## src/epq_pkg.sv

```systemverilog
// Shared types and constants for the event priority queue.
package epq_pkg;

  localparam int DEPTH = 16;
  localparam int CNT_W = $clog2(DEPTH + 1);
  localparam int OCC_W = 5;

  localparam logic CMD_PUSH = 1'b0;
  localparam logic CMD_POP  = 1'b1;

  typedef struct packed {
    logic [7:0]         prio;
    logic [7:0]         sys;
    logic [7:0]         res;
    logic [7:0]         stat;
    logic signed [15:0] amt;
  } record_t;

  typedef struct packed {
    logic               cmd;
    logic [7:0]         priority_req;
    logic [7:0]         system_tag;
    logic [7:0]         resource_tag;
    logic [7:0]         status;
    logic signed [15:0] amount;
  } epq_in_t;

  typedef struct packed {
    logic               popped;
    logic [7:0]         out_priority;
    logic [7:0]         out_system_tag;
    logic [7:0]         out_resource_tag;
    logic [7:0]         out_status;
    logic signed [15:0] out_amount;
    logic               dropped;
    logic [OCC_W-1:0]   occupancy;
  } epq_out_t;

  typedef struct packed {
    logic push;
    logic pop;
  } cell_ctl_t;

endpackage

```

## src/epq_cell.sv

```systemverilog
// One slot of the sorted shift chain: holds a record, shifts on push or pop.
module epq_cell (
  input  logic              clk,
  input  epq_pkg::cell_ctl_t ctl,
  input  logic              valid,
  input  epq_pkg::record_t  new_rec,
  input  logic              left_gt,
  input  epq_pkg::record_t  left_rec,
  input  epq_pkg::record_t  right_rec,
  output logic              gt,
  output epq_pkg::record_t  rec
);
  import epq_pkg::*;

  record_t rec_next;

  // Stored record outranks the incoming one; these bits form a prefix.
  assign gt = valid && (rec.prio > new_rec.prio);

  always_comb begin
    rec_next = rec;
    if (ctl.push) begin
      if (!gt) begin
        rec_next = left_gt ? new_rec : left_rec;
      end
    end else if (ctl.pop) begin
      rec_next = right_rec;
    end
  end

  always_ff @(posedge clk) begin
    rec <= rec_next;
  end

endmodule

```

## src/event_priority_queue.sv

```systemverilog
// Top level of the event priority queue: cell chain, count and result register.
//
//   channel   direction  handshake             payload
//   item      in         start & !busy         epq_in_t
//   result    out        done (one cycle)      epq_out_t
//
// Each item's result is registered and shows in the cycle after accept.
// busy stays low, so an item can be taken on every cycle.
// Every cell compares and shifts at once; the priority compare across the
// chain sets the cycle. Synchronous reset empties the count and clears done.
// The receiver cannot stall: each result is valid for done's single cycle.
module event_priority_queue (
  input  logic             clk,
  input  logic             rst,
  input  logic             start,
  output logic             busy,
  input  epq_pkg::epq_in_t item,
  output logic             done,
  output epq_pkg::epq_out_t result
);
  import epq_pkg::*;

  logic [CNT_W-1:0] count;
  logic [CNT_W-1:0] count_next;
  logic             accept;
  logic             full;
  logic             empty;
  cell_ctl_t        ctl;
  record_t          new_rec;
  record_t          cell_rec [DEPTH];
  logic             cell_gt  [DEPTH];
  epq_out_t         result_next;

  assign busy   = 1'b0;
  assign accept = start && !busy;
  assign full   = (count == CNT_W'(DEPTH));
  assign empty  = (count == '0);

  assign new_rec = '{prio: item.priority_req, sys: item.system_tag,
                     res: item.resource_tag, stat: item.status, amt: item.amount};

  assign ctl.push = accept && (item.cmd == CMD_PUSH) && !full;
  assign ctl.pop  = accept && (item.cmd == CMD_POP) && !empty;

  for (genvar i = 0; i < DEPTH; i++) begin : g_cell
    epq_cell u_cell (
      .clk       (clk),
      .ctl       (ctl),
      .valid     (CNT_W'(i) < count),
      .new_rec   (new_rec),
      .left_gt   ((i == 0) ? 1'b1 : cell_gt[(i == 0) ? 0 : i - 1]),
      .left_rec  (cell_rec[(i == 0) ? 0 : i - 1]),
      .right_rec (cell_rec[(i == DEPTH - 1) ? i : i + 1]),
      .gt        (cell_gt[i]),
      .rec       (cell_rec[i])
    );
  end

  always_comb begin
    count_next = count;
    if (ctl.push) begin
      count_next = count + 1'b1;
    end else if (ctl.pop) begin
      count_next = count - 1'b1;
    end
  end

  always_comb begin
    result_next = '0;
    result_next.occupancy = OCC_W'(count_next);
    if (accept && (item.cmd == CMD_PUSH)) begin
      result_next.dropped = full;
    end else if (ctl.pop) begin
      result_next.popped           = 1'b1;
      result_next.out_priority     = cell_rec[0].prio;
      result_next.out_system_tag   = cell_rec[0].sys;
      result_next.out_resource_tag = cell_rec[0].res;
      result_next.out_status       = cell_rec[0].stat;
      result_next.out_amount       = cell_rec[0].amt;
    end
  end

  always_ff @(posedge clk) begin
    if (rst) begin
      count <= '0;
      done  <= 1'b0;
    end else begin
      count <= count_next;
      done  <= accept;
    end
  end

  always_ff @(posedge clk) begin
    if (accept) begin
      result <= result_next;
    end
  end

endmodule

```

## config.mk

```make
export PLATFORM = sky130hd
export DESIGN_NAME = event_priority_queue
export DESIGN_NICKNAME = d
export VERILOG_FILES = /design/src/epq_pkg.sv /design/src/epq_cell.sv /design/src/event_priority_queue.sv
export SDC_FILE = /design/constraint.sdc
export NUM_CORES = 2
export LEC_CHECK = 0
export BUFFER_PORTS_ARGS = -buffer_cell sky130_fd_sc_hd__buf_2
export CELL_PAD_IN_SITES_DETAIL_PLACEMENT = 2
export CELL_PAD_IN_SITES_GLOBAL_PLACEMENT = 2
export CORE_MARGIN = 5
export CORE_UTILIZATION = 30
export CTS_BUF_LIST = sky130_fd_sc_hd__clkbuf_8
export DETAILED_ROUTE_END_ITERATION = 8
export GPL_TIMING_DRIVEN = 1
export MAX_ROUTING_LAYER = met4
export PLACE_DENSITY = 0.56
export RECOVER_POWER = 25
export SLEW_MARGIN = 15
export SYNTH_ARGS = -nofsm -noshare
export SYNTH_HDL_FRONTEND = slang
export SYNTH_HIERARCHICAL = 1
export SYNTH_SLANG_ARGS = --single-unit
```

## constraint.sdc

```tcl
create_clock -name clk -period 4.2 [get_ports clk]
set_input_delay 0.21 -clock clk [delete_from_list [all_inputs] [get_ports clk]]
set_output_delay 0.21 -clock clk [all_outputs]
set_load 0.05 [all_outputs]
```

==> run_results.csv <==
group,metric,value,unit
outcome,status,"complete, but fails checks",
outcome,violations,"max-capacitance violations, max-slew violations",
cts,path_clk_slew,60,ps
power_and_ir_drop,leakage,17.9,nW
sta,finalSetupViolations,0,
grt,overflow,0,
power_and_ir_drop,clkPwrFrac,0.232,
cts,postCtsSetupBuffers,0,
die,rows,143,
finish,fin_util,0.337,
die,num_io_pins,109,
finish,multi_input_area,18400,sq um
sta,fin_crit,3640,ps
die,die_w,401,microns
drt,dr_total_vias,31429,
sta,tightestPinTransition,3320,ps
drt,route.final.wire_length,145000,microns
logic_synthesis,syn_avg_cell_area,11.4,sq um
cts,cts_tree,"done",
cts,clkLatencyLatePin,920,ps
die,core_area,152000,sq um
grt,grt_pass1_vias,34197,
logic_synthesis,syn_area,45800,sq um
die,die_h,401,microns
finish,nets,4360,
drt,drc_errors,0,
logic_synthesis,syn_nets,4212,
critical_path,end_kind,"flip-flop",
die,start_util,0.302,
die,die_area,161000,sq um
drt,antenna_left,0,
drt,wl_per_cell,22.9,microns
grt,grt_max_degree,241,
finish,fin_area,51200,sq um
logic_synthesis,synth_cells,4028,
placed_design,dp.cells,5985,
finish,layout_commonest_cell,"edfxtp_1",
cts,cts_sinks,829,
drt,drtIter0Drc,1477,
critical_path,critPathKind,"flip-flop to flip-flop",
power_and_ir_drop,power_frac_seq,0.451,
power_and_ir_drop,irDropWorstVdd,315,uV
sta,period_share,0.866,
finish,area_growth,11.8,%
power_and_ir_drop,p_switching,0.0124,W
sta,hold_viol,0,
cts,clock_path_buffers,3,
cts,numCtsBuffers,166,
sta,fin_skew,67.7,ps
grt,grt_pass1_wl,222000,microns
finish,mostFrequentLayoutCells,"823 x edfxtp_1, 804 x a21oi_1, 794 x nor2_1",
placed_design,gp_congestion,0.740,
flow_run,cap_viol_max_count,2,
placed_design,port_buffers,107,
placed_design,place_ws,866,ps
cts,post_cts_resized,0,
drt,first_pass_iters,5,
placed_design,placed_cell_area,48000,sq um
power_and_ir_drop,combPwrFrac,0.316,
sta,slew_violations,231,
cts,htreeDepth,4,
min_path,hold_path.class,"input pin to flip-flop",
power_and_ir_drop,sw_frac_of_total,0.376,
grt,antenna_found_initial,14,
sta,slew_headroom,-1.21,
finish,final_cells,6344,
power_and_ir_drop,powerDensity,645,nW/um^2
finish,fill_cells,16235,
cts,root_buffer,"clkbuf_8",
sta,setup_tns,0,ps
critical_path,arrival,4110,ps
sta,rsz0062_at_grt,"false",
placed_design,hpwl,91500,microns
sta,fin_ws,561,ps
finish,regArea,24800,sq um
drt,viasPerCell,4.95,
grt,groute.usage.overall,0.183,
sta,fmax,275,MHz
finish,drive_above_1_share,0.0891,
critical_path,cp_max_fo,22,
logic_synthesis,yosys_warnings,6,
critical_path,cp.required,4680,ps
critical_path,cp-start-kind,"flip-flop",
power_and_ir_drop,intPower,0.0206,W
state kept, by name, summed over array words and instances, names as in the netlist:
signal and count:
count 5, g_cell.u_cell/rec 768, done 1, result 55
power groups by stage:
| stage | clock network, W | registers (W) | logic, W |
|---|---|---|---|
| floorplan | 0 | 0.0145 | 0.00729 |
| global placement | 0 | 0.0150 | 0.0104 |
| detailed placement | 0 | 0.0150 | 0.0107 |
| CTS | 0.00810 | 0.0149 | 0.0108 |
| global route | 0.00845 | 0.0153 | 0.0116 |
| finish | 0.00768 | 0.0149 | 0.0104 |
metrics by stage:
stage | hold WS (ps) | total power (W)
floorplan | 322 | 0.0218
global placement | 537 | 0.0254
detailed placement | 542 | 0.0258
CTS | 63.3 | 0.0338
global route | 153 | 0.0354
finish | 196 | 0.0330
path summary, 6_finish.rpt:
path | depth (start not counted) | to | slack [ps] | start
setup reg to reg | 6 | g_cell[0].u_cell/rec[10] | 560 | count[4]
hold reg to reg | 2 | g_cell[7].u_cell/rec[3] | 580 | g_cell[8].u_cell/rec[3]
setup / recovery | 6 | g_cell[0].u_cell/rec[10] | 560 | count[4]
hold / removal | 3 | count[0] | 200 | rst
repair_timing:
item / in CTS / in global routing
hold buffers: 53 / 0
endpoints found under the hold margin: 705 / 0
endpoints found under the setup margin: 0 / 0
area by class of cell:
cell class                 count  area share
antenna                       14    0.000684
clock buffer                 166      0.0446
clock inverter               126      0.0130
inverter                     134     0.00997
multi-input combinational   2781       0.359
sequential                   829       0.485
tap                         2030      0.0496
timing repair buffer         264      0.0380
worst max-delay path, stage by stage, from the launching register on:
cell and delay (ps):
dfxtp_1 570, nor3_1 910, nand2_1 260, o21ai_0 300, mux2_2 260, a21o_2 100, clkbuf_2 720
routing by layer:
metal | track usage | vias up | routed length, microns
li1 | - | 15037 | -
met1 | 0.258 | 15787 | 73100
met2 | 0.280 | 436 | 64800
met3 | 0.0285 | 169 | 4790
met4 | 0.0384 | 0 | 2330
met5 | - | - | 0
(Power assumes the default switching activity.)
